<file path="config.mk">
export PLATFORM = sky130hd
export DESIGN_NAME = gfm_frz
export DESIGN_NICKNAME = d
export VERILOG_FILES = /design/src/rtl/core/gfm_pkg.sv /design/src/rtl/core/gfm_frz.sv
export SDC_FILE = /design/constraint.sdc
export NUM_CORES = 2
export LEC_CHECK = 0
export BUFFER_PORTS_ARGS = -buffer_cell sky130_fd_sc_hd__buf_2
export CORE_UTILIZATION = 60
export CTS_CLUSTER_DIAMETER = 30
export DETAILED_ROUTE_END_ITERATION = 8
export GPL_TIMING_DRIVEN = 1
export HOLD_SLACK_MARGIN = 0.15
export PLACE_DENSITY_LB_ADDON = 0.25
export SLEW_MARGIN = 20
export SYNTH_ARGS = -nofsm -noshare
export SYNTH_HDL_FRONTEND = slang
export SYNTH_SLANG_ARGS = --single-unit
</file>
<file path="constraint.sdc">
create_clock -name clk -period 16.24 [get_ports clk]
set_input_delay 3.248 -clock clk [delete_from_list [all_inputs] [get_ports clk]]
set_output_delay 3.248 -clock clk [all_outputs]
set_load 0.05 [all_outputs]
</file>
<file path="src/rtl/core/gfm_pkg.sv">
// Shared types and constants for the GF(2^255-19) multiply and freeze unit.
package gfm_pkg;
	localparam int LIMBS     = 5;
	localparam int IN_W      = 54;
	localparam int OUT_W     = 52;
	localparam int LIMB_BITS = 51;
	localparam int HALF_W    = 27;
	localparam int PP_W      = 2 * HALF_W;
	localparam int PROD_W    = 2 * IN_W;
	localparam int COL_W     = 116;
	localparam int CARRY_W   = COL_W - LIMB_BITS;
	localparam int FRZ_W     = 57;
	localparam int STAGES    = 7;

	localparam logic OP_MUL    = 1'b0;
	localparam logic OP_FREEZE = 1'b1;

	typedef logic [IN_W-1:0]      limb_t;
	typedef logic [OUT_W-1:0]     olimb_t;
	typedef logic [PP_W-1:0]      pp_t;
	typedef logic [PROD_W-1:0]    prod_t;
	typedef logic [COL_W-1:0]     col_t;
	typedef logic [FRZ_W-1:0]     frz_t;
	typedef logic [STAGES:1]      adv_t;

	typedef struct packed {
		logic  opcode;
		limb_t x_limb0;
		limb_t x_limb1;
		limb_t x_limb2;
		limb_t x_limb3;
		limb_t x_limb4;
		limb_t y_limb0;
		limb_t y_limb1;
		limb_t y_limb2;
		limb_t y_limb3;
		limb_t y_limb4;
	} op_item_t;

	typedef struct packed {
		olimb_t out_limb0;
		olimb_t out_limb1;
		olimb_t out_limb2;
		olimb_t out_limb3;
		olimb_t out_limb4;
	} res_item_t;
endpackage

</file>
<file path="src/rtl/core/gfm_frz.sv">
// Freeze path: three carry rounds, then a conditional subtraction of p.
module gfm_frz import gfm_pkg::*; (
	input  logic   clk,
	input  adv_t   adv,
	input  limb_t  x [LIMBS],
	output olimb_t frz_s4 [LIMBS]
);
	localparam frz_t MASK  = (FRZ_W'(1) << LIMB_BITS) - FRZ_W'(1);
	localparam frz_t RADIX = FRZ_W'(1) << LIMB_BITS;

	typedef frz_t vec_t [LIMBS];

	function automatic vec_t carry_round(vec_t v);
		vec_t r;
		frz_t c;
		r = v;
		for (int i = 0; i < LIMBS - 1; i++) begin
			c = r[i] >> LIMB_BITS;
			r[i] = r[i] & MASK;
			r[i+1] = r[i+1] + c;
		end
		c = r[LIMBS-1] >> LIMB_BITS;
		r[LIMBS-1] = r[LIMBS-1] & MASK;
		r[0] = r[0] + (c << 4) + (c << 1) + c;
		return r;
	endfunction

	vec_t v_in, v_s1, v_s2, v_s3;
	vec_t d;
	logic borrow [LIMBS+1];

	always_comb begin
		for (int i = 0; i < LIMBS; i++)
			v_in[i] = FRZ_W'(x[i]);
	end

	always_ff @(posedge clk) begin
		if (adv[1])
			v_s1 <= carry_round(v_in);
		if (adv[2])
			v_s2 <= carry_round(v_s1);
		if (adv[3])
			v_s3 <= carry_round(v_s2);
	end

	// Limb 0 of p is 2^51 - 19; the others are 2^51 - 1.
	always_comb begin
		borrow[0] = 1'b0;
		for (int i = 0; i < LIMBS; i++) begin
			if (i == 0)
				d[i] = v_s3[i] + FRZ_W'(19);
			else
				d[i] = v_s3[i] + RADIX - MASK - FRZ_W'(borrow[i]);
			borrow[i+1] = ~d[i][LIMB_BITS];
		end
	end

	always_ff @(posedge clk) begin
		if (adv[4]) begin
			for (int i = 0; i < LIMBS; i++)
				frz_s4[i] <= borrow[LIMBS] ? v_s3[i][OUT_W-1:0]
					: OUT_W'(d[i] & MASK);
		end
	end
endmodule

</file>
# --- Word-level counts from Yosys, hierarchy flattened ---
# Index checks and enable logic that the tools add are counted.
totals:
  elab_cells: 64
  register_bits: 1034
  inputBits: 278
classes:
  n_bitwise: 4
  n_addsub: 34
  mux: 5
op_table:
  columns: ["operator", "count"]
  rows:
  - ["$add 51x1->52", 6]
  - ["$mux 51", 5]
  - ["$add 51x52->52 const B", 4]
  - ["$sub 52x1->52", 4]
  - ["$sub 52x51->52 const B", 4]
  - ["$add 54x4->55", 3]
  - ["$add 51x5->52", 2]
  - ["$add 51x6->52", 2]
  - ["$add 54x3->55", 1]
  - ["$add 53x1->54", 1]
  - ["$add 53x4->54", 1]
  - ["$add 52x2->53", 1]
  - ["$add 52x5->53", 1]
  - ["$add 51x8->52", 1]
  - ["$add 52x1->52", 1]
  - ["$add 52x2->52", 1]
  - ["$add 52x5->52 const B", 1]
  - ["$not 1->1", 4]

# --- Longest topological paths before layout ---
depth:
  ltp_word: 10
  mapped_depth: 68
  ltp_nobuf: 66

# --- Least setup slack after synthesis ---
# No wires, ideal clock.
synth_path:
  path_kind: "in2reg"
  from: "in x[162] in the netlist's numbering"
  to: "reg v_s1[275] in the netlist's numbering (data pin)"
  path_slack_ns: 1.320
  cell_stages: 60
  arrival_time_ns: 14.663
  setup_ns: 0.257
  path_cell_list: "ha_1 > inv_1 > fa_1 > nor2b_1 > o21a_1 > nand2_1 > nor4_2 > nand2_1 > nor3_1 > nand2_1 > nor2_1 > nand3_1 > xnor2_1 > ha_1 > a21o_1 > a21o_1 > a21oi_1 > nor3_2 > [24 not listed] > buf_2 > and3_1 > clkbuf_1 > xnor2_1 > fa_1 > inv_1 > ha_1 > fa_1 > a21o_1 > a21oi_1 > o21bai_1 > a21oi_1 > o21bai_1 > a21oi_1 > nor4_1 > and3_1 > and3_1 > xor2_1"
synth_between:
  elab_chain_cells: 7
synth_lines:
  columns: ["item", "line", "source"]
  rows:
  - ["start: declaration", "gfm_frz.sv:5", "input limb_t x [LIMBS],"]
  - ["$add 54x3->55 *", "gfm_frz.sv:20", "r[i+1] = r[i+1] + c;"]
  - ["$add 54x4->55 * (3 in series)", "gfm_frz.sv:20", null]
  - ["$add 51x8->52", "gfm_frz.sv:24", "r[0] = r[0] + (c << 4) + (c << 1) + c;"]
  - ["$add 52x5->53", "gfm_frz.sv:24", null]
  - ["$add 53x4->54 *", "gfm_frz.sv:24", null]
  - ["end signal: assignment", "gfm_frz.sv:39", "v_s1 <= carry_round(v_in);"]
  - ["end: declaration", "gfm_frz.sv:28", "vec_t v_in, v_s1, v_s2, v_s3;"]
# Every way passes the cells marked *; elsewhere a longest branch is shown, timed or not.
# A chain may end at the register's enable or synchronous reset.

# --- Worst setup path in the final report ---
# Same ends and word-level chain as after synthesis.

==> run metrics <==
Seq/Total Area, Yosys 51.39%; pin count of the biggest net entering global routing 155; RR Endpoint frz_s4[178]; via count 44290; Clock Skews 44.25 ps; Main synth FF type edfxtp_1; WL/cell 18.76 um; root buffer cell clkbuf_16; gr usage total 28.24%; chip height 317.8 um; final antenna-violating net count 0; CTS Sinks 1024; CTS buffer count 188; post-layout minimum cycle time 15440 ps; worst slew pin tran 1102 ps; pre-CTS worst setup slack -425.7 ps; Layout Nets 6787; Synth Area per Inst 10.74 um2; Hold WS 534.0 ps; first-pass GRT wire length 224500 um; row cnt 115; Setup crit end v_s1[275]; adder-cell share of the synthesized area 5.830%; vias per cell 5.728; Die Footprint 101000 um2; f_max 0.06477 GHz; Post-synth EDFFs 1024; WP data arrival 15940 ps; post-synthesis mux area share 0.03346%; Synth Area in Compound Gates 9.163%; xor/xnor share of the synthesized area 14.34%; Top delay family on crit path simple AND/OR/NAND/NOR gates; die width 317.8 um; Port Buffers 530; Post-synth ARST share 0%; Hold Path Class reg -> reg; Synth Warn # 0; WP depth 61; clock tree from TritonCTS built; final cell count without fillers 7731; I/O pin cnt 538; Clock Tree Buf Depth 3; reg-to-reg startpoint v_s3[242]; Max FO, Critical Path 8; period utilisation layout 95.07%; Setup crit start kind input port; VDD IR max 0.1043 mV; outcome finished clean; CP Data Required Time 16740 ps; drt drc 0; r2r setup slk 800 ps; simple-gate share of the synthesized area 16.36%; Post-DP HPWL 108700 um; Worst Setup SP x[162]; area share of the largest cell type after synthesis 51.39%; max_slew headroom 25.98%; Max stage delay cell, worst path or3_1; Finish-stage setup viols 0; total grt overflow 0; largest family of logic cells by synthesized area simple AND/OR/NAND/NOR gates; Initial Util 60.71%; R2R cell count 67; share of layout cells above drive strength 1 15.62%; Pleak 28.09 nW; Cells after Synth 5569; clock-pin slew on the worst setup and hold paths 50 ps; cell taking the most area after synthesis edfxtp_1; WP buf/inv 6; gpl congestion 0.9531; # fillers 6782; synthesis-stage register bit count 1024; initial antenna violation count 55; Initial DRT Pass Iterations 8; Max-Cap Viols 0; cell area after synthesis 59830 um2; dominant cells by area after synthesis edfxtp_1, xnor2_1, ha_1; total core area 98560 um2; worst skew pair latency 780 ps; power density over the cells 125.9 nW/um2; number of distinct library cells after synthesis 90; H-tree levels 4; CP Capture Type register; final setup margin 800.0 ps; CP peak stage delay 530 ps; Iter 0 DRT Violations 4083; vias in the first global route 42290; endpoints failing hold 0; Tot Pwr 8.935 mW; placed instance count 7334; Max Transition Viols Final 0; wirelength, routed 145100 um; crit path kind in -> reg; Area Overhead vs Synth 18.57%
==> how the worst min path moves through the flow <==
stage                     cells after the start       from        end
after floorplan                               1  v_s1[279]  v_s2[171]
after global placement                        1   v_s2[57]   v_s3[57]
after detailed placement                      1    v_s2[0]    v_s3[0]
after CTS                                     1   v_s2[57]   v_s3[57]
after global routing                          1   v_s2[57]   v_s3[57]
final                                         1   v_s2[57]   v_s3[57]
==> synth_stat cells, types with 26 or more instances <==
master    instances
nor2b_1          28
nor2_1          409
and4_1           53
clkbuf_1         60
nor4_1           29
nand3_1         343
a21o_1          127
edfxtp_1       1024
and3_1          168
o21ai_0         154
xor2_1          293
o21bai_1         44
a21oi_1         353
inv_1           310
nand4_1         166
nand2_1         547
buf_2            47
nor3_1           69
and2_1           41
nand2b_1         26
xnor2_1         687
ha_1            262
==> power by group <==
part | internal [mW] | switching (mW)
clock | 2.55 | 1.37
combinational | 0.521 | 1.08
sequential | 3.25 | 0.174
total | 6.32 | 2.62
==> worst reg2reg max path: cells and delay by family, from the launching register on <==
kind            cells  cell delay (ps)
compound gates     29             7000
fa+ha+maj          12             2750
flops               1              420
xor+xnor            4              780
simple gates       16             3580
buf+inv             6              660
==> cell families after synthesis <==
group,after synthesis
AO/OA/AOI/OAI,879
other,1
XOR/XNOR,980
AND/OR/NAND/NOR,1979
multiplexers,2
adder cells (fa/ha/maj),273
flip-flops,1024
buffers and inverters,431
==> flip-flops by register name (all words and copies together) (netlist names) <==
name,count
v_s1,256
frz_s4,256
v_s2,256
v_s3,256
==> per-layer routing <==
metal  vias up  routed length, um  GRT usage, %
met5         -                140             0
met1     20730              59900         36.61
met4        20               6141         14.13
met2      1652              67320         45.14
li1      21540                  -             -
met3       346              11560         5.846
==> cell usage in the layout (no fill, tap or decap), types with 41 or more instances in the layout <==
master / instances
buf_2: 526
o21ai_0: 154
and2_1: 41
diode_2: 42
nor3_1: 66
nor2_1: 407
o21bai_1: 44
a21oi_1: 352
xor2_1: 292
clkbuf_16: 190
nand3_1: 343
and4_1: 53
a21o_1: 127
edfxtp_1: 1024
inv_1: 310
buf_4: 56
xnor2_1: 685
nand4_1: 166
ha_1: 262
and3_1: 168
nand2_1: 546
==> through the flow <==
step / util [%] / area, um2 / setup TNS, ps
after global routing: 71.94 / 70910 / -53.64
final: 71.98 / 70950 / 0
after global placement: 65.16 / 64230 / -130.0
after detailed placement: 65.16 / 64230 / -4557
after CTS: 71.73 / 70700 / 0
after floorplan: - / 59850 / 0
==> what timing repair did <==
action	CTS	global route
buffers inserted	0	0
resized for setup	0	26
hold buffers	0	0
setup endpoints to repair	0	299
endpoints found under the hold margin	0	0
==> final cells by class <==
cell class	instances	area (um2)	area share (%)
clock buffer	207	4818	6.791
clock inverter	148	1660	2.340
inverter	310	1164	1.640
sequential	1024	30750	43.34
antenna	42	105.1	0.1481
multi-input combinational	4117	27530	38.80
tap	1287	1610	2.270
timing repair buffer	596	3313	4.670
(Power assumes the default switching activity.)
