===== config.mk =====
export PLATFORM = sky130hd
export DESIGN_NAME = gfm_carry
export DESIGN_NICKNAME = d
export VERILOG_FILES = /design/src/rtl/core/gfm_pkg.sv /design/src/rtl/core/gfm_carry.sv
export SDC_FILE = /design/constraint.sdc
export NUM_CORES = 2
export LEC_CHECK = 0
export ABC_AREA = 1
export ABC_CLOCK_PERIOD_IN_PS = 8200
export CAP_MARGIN = 20
export CORE_MARGIN = 8
export CORE_UTILIZATION = 30
export CTS_BUF_LIST = sky130_fd_sc_hd__clkbuf_4
export DETAILED_ROUTE_END_ITERATION = 8
export DONT_BUFFER_PORTS = 1
export GPL_ROUTABILITY_DRIVEN = 0
export GPL_TIMING_DRIVEN = 0
export HOLD_SLACK_MARGIN = 0.03
export PLACE_DENSITY = 0.53
export SYNTH_ARGS = -nofsm -noshare
export SYNTH_HDL_FRONTEND = slang
export SYNTH_SLANG_ARGS = --single-unit

===== constraint.sdc =====
create_clock -name clk -period 8.2 [get_ports clk]
set_input_delay 0.82 -clock clk [delete_from_list [all_inputs] [get_ports clk]]
set_output_delay 0.82 -clock clk [all_outputs]
set_load 0.01 [all_outputs]

===== src/rtl/core/gfm_pkg.sv =====
// Shared types and constants for the GF(2^255-19) multiply and freeze unit.
package gfm_pkg;
	localparam int LIMBS     = 5;
	localparam int IN_W      = 54;
	localparam int OUT_W     = 52;
	localparam int LIMB_BITS = 51;
	localparam int HALF_W    = 27;
	localparam int PP_W      = 2 * HALF_W;
	localparam int PROD_W    = 2 * IN_W;
	localparam int COL_W     = 116;
	localparam int CARRY_W   = COL_W - LIMB_BITS;
	localparam int FRZ_W     = 57;
	localparam int STAGES    = 7;

	localparam logic OP_MUL    = 1'b0;
	localparam logic OP_FREEZE = 1'b1;

	typedef logic [IN_W-1:0]      limb_t;
	typedef logic [OUT_W-1:0]     olimb_t;
	typedef logic [PP_W-1:0]      pp_t;
	typedef logic [PROD_W-1:0]    prod_t;
	typedef logic [COL_W-1:0]     col_t;
	typedef logic [FRZ_W-1:0]     frz_t;
	typedef logic [STAGES:1]      adv_t;

	typedef struct packed {
		logic  opcode;
		limb_t x_limb0;
		limb_t x_limb1;
		limb_t x_limb2;
		limb_t x_limb3;
		limb_t x_limb4;
		limb_t y_limb0;
		limb_t y_limb1;
		limb_t y_limb2;
		limb_t y_limb3;
		limb_t y_limb4;
	} op_item_t;

	typedef struct packed {
		olimb_t out_limb0;
		olimb_t out_limb1;
		olimb_t out_limb2;
		olimb_t out_limb3;
		olimb_t out_limb4;
	} res_item_t;
endpackage


===== src/rtl/core/gfm_carry.sv =====
// Carry chain of the multiply path and the final result register.
module gfm_carry import gfm_pkg::*; (
	input  logic      clk,
	input  adv_t      adv,
	input  logic      op_s6,
	input  col_t      col_s4 [LIMBS],
	input  olimb_t    frz_s4 [LIMBS],
	output res_item_t res_s7
);
	typedef logic [LIMB_BITS-1:0] l51_t;
	localparam int SUM0_W = CARRY_W + 6;

	l51_t   l0_s5, l1_s5, l0_s6, l1_s6, l2_s6, l3_s6;
	col_t   t2_s5, c3_s5, c4_s5, t4_s6;
	olimb_t frz_s5 [LIMBS];
	olimb_t frz_s6 [LIMBS];
	col_t   t1, t2, t3, t4;
	logic [CARRY_W-1:0] c_top;
	logic [SUM0_W-1:0]  sum0;
	res_item_t mul_res;

	assign t1 = col_s4[1] + (col_s4[0] >> LIMB_BITS);
	assign t2 = col_s4[2] + (t1 >> LIMB_BITS);
	assign t3 = c3_s5 + (t2_s5 >> LIMB_BITS);
	assign t4 = c4_s5 + (t3 >> LIMB_BITS);

	always_ff @(posedge clk) begin
		if (adv[5]) begin
			l0_s5  <= col_s4[0][LIMB_BITS-1:0];
			l1_s5  <= t1[LIMB_BITS-1:0];
			t2_s5  <= t2;
			c3_s5  <= col_s4[3];
			c4_s5  <= col_s4[4];
			frz_s5 <= frz_s4;
		end
		if (adv[6]) begin
			l0_s6  <= l0_s5;
			l1_s6  <= l1_s5;
			l2_s6  <= t2_s5[LIMB_BITS-1:0];
			l3_s6  <= t3[LIMB_BITS-1:0];
			t4_s6  <= t4;
			frz_s6 <= frz_s5;
		end
	end

	// The top carry wraps to limb 0 times 19, and one more carry goes into limb 1.
	always_comb begin
		c_top = t4_s6[COL_W-1:LIMB_BITS];
		sum0 = SUM0_W'(l0_s6) + (SUM0_W'(c_top) << 4) + (SUM0_W'(c_top) << 1)
			+ SUM0_W'(c_top);
		mul_res.out_limb0 = OUT_W'(sum0[LIMB_BITS-1:0]);
		mul_res.out_limb1 = OUT_W'(l1_s6) + OUT_W'(sum0 >> LIMB_BITS);
		mul_res.out_limb2 = OUT_W'(l2_s6);
		mul_res.out_limb3 = OUT_W'(l3_s6);
		mul_res.out_limb4 = OUT_W'(t4_s6[LIMB_BITS-1:0]);
	end

	always_ff @(posedge clk) begin
		if (adv[7]) begin
			unique case (op_s6)
				OP_FREEZE: res_s7 <= '{frz_s6[0], frz_s6[1], frz_s6[2], frz_s6[3],
					frz_s6[4]};
				default:   res_s7 <= mul_res;
			endcase
		end
	end
endmodule


## Yosys cells after proc, flatten, opt, wreduce, memory -nomap -nowiden

Cells that the tools add are included.

| word-level totals | value |
|---|---|
| register bits | 1550 |
| latch bits | 0 |
| bits in writable memories | 0 |
| bits in read-only memories | 0 |
| word-level logic and storage cells | 38 |
| memories kept | 0 |

| cells by class | value |
|---|---|
| $add $sub $neg | 8 |
| multiply operators | 0 |
| div/mod/pow operators | 0 |
| magnitude comparators | 0 |
| equal/unequal tests | 0 |
| shift-type cells | 0 |
| mux-type cells | 1 |
| bitwise logic cells | 0 |
| reductions and logical operators | 0 |

Operators with widths:

| cell | count |
|---|---|
| 116-bit by 65-bit adder with 116-bit output | 4 |
| 259-bit 2-to-1 mux | 1 |
| 70-bit by 66-bit adder with 71-bit output | 1 |
| 71-bit by 65-bit adder with 71-bit output | 1 |
| 51-bit by 69-bit adder with 70-bit output | 1 |
| 51-bit by 20-bit adder with 52-bit output | 1 |

## Longest topological paths before layout

| logic depth | value |
|---|---|
| word-level depth | 5 |
| depth in mapped cells | 34 |
| gate-level depth less buffers | 34 |

## Worst setup path before layout

OpenSTA, ideal clock, no wires.

| timing | value |
|---|---|
| path type | register -> register |
| start point | register t4_s6[55] |
| end point | register res_s7[184] (netlist name), data pin |
| setup time | 254 ps |
| arrival time | 4289 ps |
| required time | 7946 ps |
| setup slack | 3657 ps |
| stages on the path, launching flop included | 28 |
| buffers on the path | 0 |
| clock period less this slack | 4543 ps |
| path through | edfxtp_1 > inv_1 > fa_1 > fa_1 > inv_1 > ha_1 > a21oi_1 > nor2_1 > nor2_1 > nand2_2 > nand2_1 > nand2_1 > nand2_1 > nand2_1 > nand2_1 > nand3_1 > nand2_1 > ha_1 > inv_1 > fa_1 > o21ai_2 > nand2_1 > nand2_1 > a21oi_1 > o21ai_1 > nand3_1 > nand3_1 > nand2_1 |

| on the way | value |
|---|---|
| word-level cells in the longest chain between the ends | 5 |

RTL lines:

| what | line | RTL |
|---|---|---|
| start, declared | gfm_carry.sv:14 | `col_t t2_s5, c3_s5, c4_s5, t4_s6;` |
| start signal, assigned | gfm_carry.sv:41 | `t4_s6 <= t4;` |
| 51-bit by 69-bit adder with 70-bit output | gfm_carry.sv:49 | `sum0 = SUM0_W'(l0_s6) + (SUM0_W'(c_top) << 4) + (SUM0_W'(c_top) << 1)` |
| 70-bit by 66-bit adder with 71-bit output | gfm_carry.sv:49 |  |
| 71-bit by 65-bit adder with 71-bit output * | gfm_carry.sv:50 | `+ SUM0_W'(c_top);` |
| 51-bit by 20-bit adder with 52-bit output * | gfm_carry.sv:52 | `mul_res.out_limb1 = OUT_W'(l1_s6) + OUT_W'(sum0 >> LIMB_BITS);` |
| 259-bit 2-to-1 mux * | gfm_carry.sv:60 | `unique case (op_s6)` |
| end signal, assigned | gfm_carry.sv:61 | `OP_FREEZE: res_s7 <= '{frz_s6[0], frz_s6[1], frz_s6[2], frz_s6[3],` |
| end signal, assigned | gfm_carry.sv:63 | `default: res_s7 <= mul_res;` |
| end, declared | gfm_carry.sv:8 | `output res_item_t res_s7` |

Every way passes the cells marked *; elsewhere a longest branch is shown, timed or not.
A chain may end at the register's enable or synchronous reset.

## Worst setup path after layout

| timing | value |
|---|---|
| start point | register t4_s6[63] |
| end point | register res_s7[176] (netlist name), data pin |

The elaborated chain is that of the path after synthesis.

==> results.toml <==
[status]
outcome = "complete, no violations"

[placed_design]
io_buffers = 0
pre_cts_ws_ns = 1.97
placed_area_um2 = 100000
hpwl_um = 352000

[critical_path]
end_kind = "flop"
cp_slowest_stage_delay_ns = 0.55
cp_data_required_time_ns = 9.24
crit_slowest_cell = "fa_1"
crit_top_cell = "nand2_1"
criticalPathCategory = "reg -> reg"
worstPathArrival_ns = 7.44
critical_path.max_fanout = 6
critPathLaunchType = "flop"

[global_route]
grt_pass1_wl_um = 606000
grt_pass1_vias = 85128
grt_max_degree = 581
antenna_found_initial = 117
grt_usage = 0.252
overflow = 0

[floorplanning]
initial_core_util = 0.302
pin_count = 1109
row_count = 206
die_area_um2 = 335000
die_y_um = 579
die_w_um = 579
core_area_um2 = 315000

[final_layout]
area_growth_pct = 26.2
layout-drive-gt1-share = 0.0674
nNetsFinal = 14855
fill_cells = 32190
fin_area_um2 = 120000

[drt]
drc_errors = 0
drtPass1Iterations = 7
drt-initial-drc-count = 9484
post_drt_via_cell_ratio = 4.96
ant_nets = 0
wl_per_cell_um = 24.5
drt-total-wl_um = 443000
vias = 89541

[yosys]
synth_area_um2 = 95100
ys_seq_area_frac = 0.489
yosysWarnings = 0
postSynthCellCount = 11694
avgSynthCellArea_um2 = 8.14
synth_cell_types = 48
synth_edf_count = 1550
synthArstFlopShare = 0
synth_nets = 13026
synth_flop_cell = "edfxtp_1"
yosys_register_bits = 1550

[clock_network]
clockBufferDepth = 4
cts_inserted_buffers = 422
cts_resized = 0
root_buffer = "clkbuf_4"
postCtsSetupRepairBufs = 0
clk_pin_slew_ns = 0.07
cts.sink_count = 1550
cts_tree = "yes"
cts_max_level = 5
hold_buffers = 1384
clock_latency_ns = 1.46

[sta]
layout_setup_ws_ns = 1.81
skew_ns = 0.144
rsz0062_at_grt = "false"
fin_setup_tns_ns = 0
fin_crit_sh = 0.779
worstMarginPinSlew_ns = 1.26
period_needed_ns = 6.39
finalHoldViolations = 0
clock.fmax_mhz = 156
whs_ns = 0.219
setup_violations = 0
slew_violations = 0
slew_headroom = 0.158

[power_and_ir_drop]
p_per_area_nw_per_um2 = 221
peakVddDrop_mv = 0.138
p_leak_nw = 54.9

[run]
maxCapViolCount = 0

[min_path]
min_path_type = "in -> reg"
## cell type report
type	count	area, um^2	share of cell area
Clock buffer	571	4290	0.0357
Tap cell	4160	5200	0.0434
Buffer	56	219	0.00182
Sequential cell	1550	46500	0.388
Antenna cell	72	180	0.00150
Inverter	2003	7520	0.0626
Clock inverter	164	905	0.00754
Timing Repair Buffer	1405	14300	0.119
Multi-Input combinational cell	8085	40900	0.340
## worst paths after layout
path              cells after the start  slack [ns]     endpoint       from
setup / recovery                     28        1.81  res_s7[176]  t4_s6[63]
hold / removal                        1        0.22    frz_s5[4]  frz_s4[4]
hold reg to reg                       0        0.38    l2_s6[49]  t2_s5[49]
setup reg to reg                     28        1.81  res_s7[176]  t4_s6[63]
## report_power, final
group	internal [W]	total (W)	switching [W]	leakage (nW)
logic	0.00272	0.00878	0.00606	36.6
clock network	0.00341	0.00706	0.00365	3.10
registers	0.00995	0.0107	0.000700	15.2
total	0.0161	0.0265	0.0104	54.9
## critical path: cells and delay by family, from the launching register on
family	cells	cell delay, ns
adder cells (fa/ha/maj)	5	2.13
AND/OR/NAND/NOR	15	1.80
AO/OA/AOI/OAI	4	1.13
buffers and inverters	4	0.57
flip-flops	1	0.36
## per-layer routing
| layer | routed length, um | global-route usage |
|---|---|---|
| met1 | 171000 | 0.311 |
| met2 | 197000 | 0.401 |
| met3 | 49700 | 0.0777 |
| met4 | 25200 | 0.119 |
| met5 | 644 | 0.00229 |
## cells in the mapped netlist, types with 3 or more instances
master       n  area (um^2)
inv_2       31          116
buf_1        8         30.0
fa_1       117         2340
or2_2       28          175
or2_1        8         50.1
nand2_2     32          200
nand3b_2     6         67.6
nand3b_1    57          428
a21oi_2      3         26.3
a21o_1       7         52.6
o21ai_2      6         52.6
nand2_1   4243        15900
xor2_1     239         2090
nor2_1     985         3700
nand3_1    579         2900
o21bai_1    69          518
nor3_1     128          641
nand4_1    228         1430
nand3_2     36          360
nor2_4       3         33.8
xnor2_1     18          158
nor3b_1      4         30.0
o21a_1       9         67.6
or2_0        5         31.3
a31oi_1      7         43.8
and3_1       6         37.5
a21oi_1    422         2110
ha_1       366         4580
clkinv_1     3         11.3
and2_1       7         43.8
nor2_2      63          394
nor3_2      49          490
nand2b_1     3         18.8
nor4_1      21          131
inv_1     1969         7390
o21ai_0    280         1400
a21boi_0     5         37.5
edfxtp_1  1550        46500
o21ai_1     36          180
clkbuf_1    47          176
## flip-flops by register name, summed over array words and instances (netlist names)
| signal | cells |
|---|---|
| frz_s5 | 260 |
| frz_s6 | 260 |
| res_s7 | 260 |
| c3_s5 | 116 |
| c4_s5 | 116 |
| t2_s5 | 116 |
| t4_s6 | 116 |
| l0_s5 | 51 |
| l0_s6 | 51 |
| l1_s5 | 51 |
| l1_s6 | 51 |
| l2_s6 | 51 |
| l3_s6 | 51 |
## through the flow
step                      utilization  total power (W)  std cells
after CTS                       0.379           0.0264      17979
final                           0.381           0.0265      18066
after global routing            0.381           0.0278      18035
after global placement          0.318           0.0185      15854
after floorplan                     -           0.0152      11694
after detailed placement        0.319           0.0185      15860
## cell usage in the layout, fill, tap and decap left out, types with 239 or more instances in the layout
cell type	instances
a21oi_1	422
clkbuf_4	571
dlygate4sd3_1	1385
edfxtp_1	1550
ha_1	366
inv_1	1969
nand2_1	4243
nand3_1	579
nor2_1	985
o21ai_0	280
xor2_1	239
## kinds of logic (layout without fill, tap and decap cells)
group	count (synthesis)	in the layout	synth area share
buffers and inverters	2059	4199	0.0813
AO/OA/AOI/OAI	848	848	0.0476
flip-flops	1550	1550	0.489
XOR/XNOR	257	257	0.0237
AND/OR/NAND/NOR	6497	6497	0.286
adder cells (fa/ha/maj)	483	483	0.0728
other	0	72	0
Power figures use the tool's default switching activity.
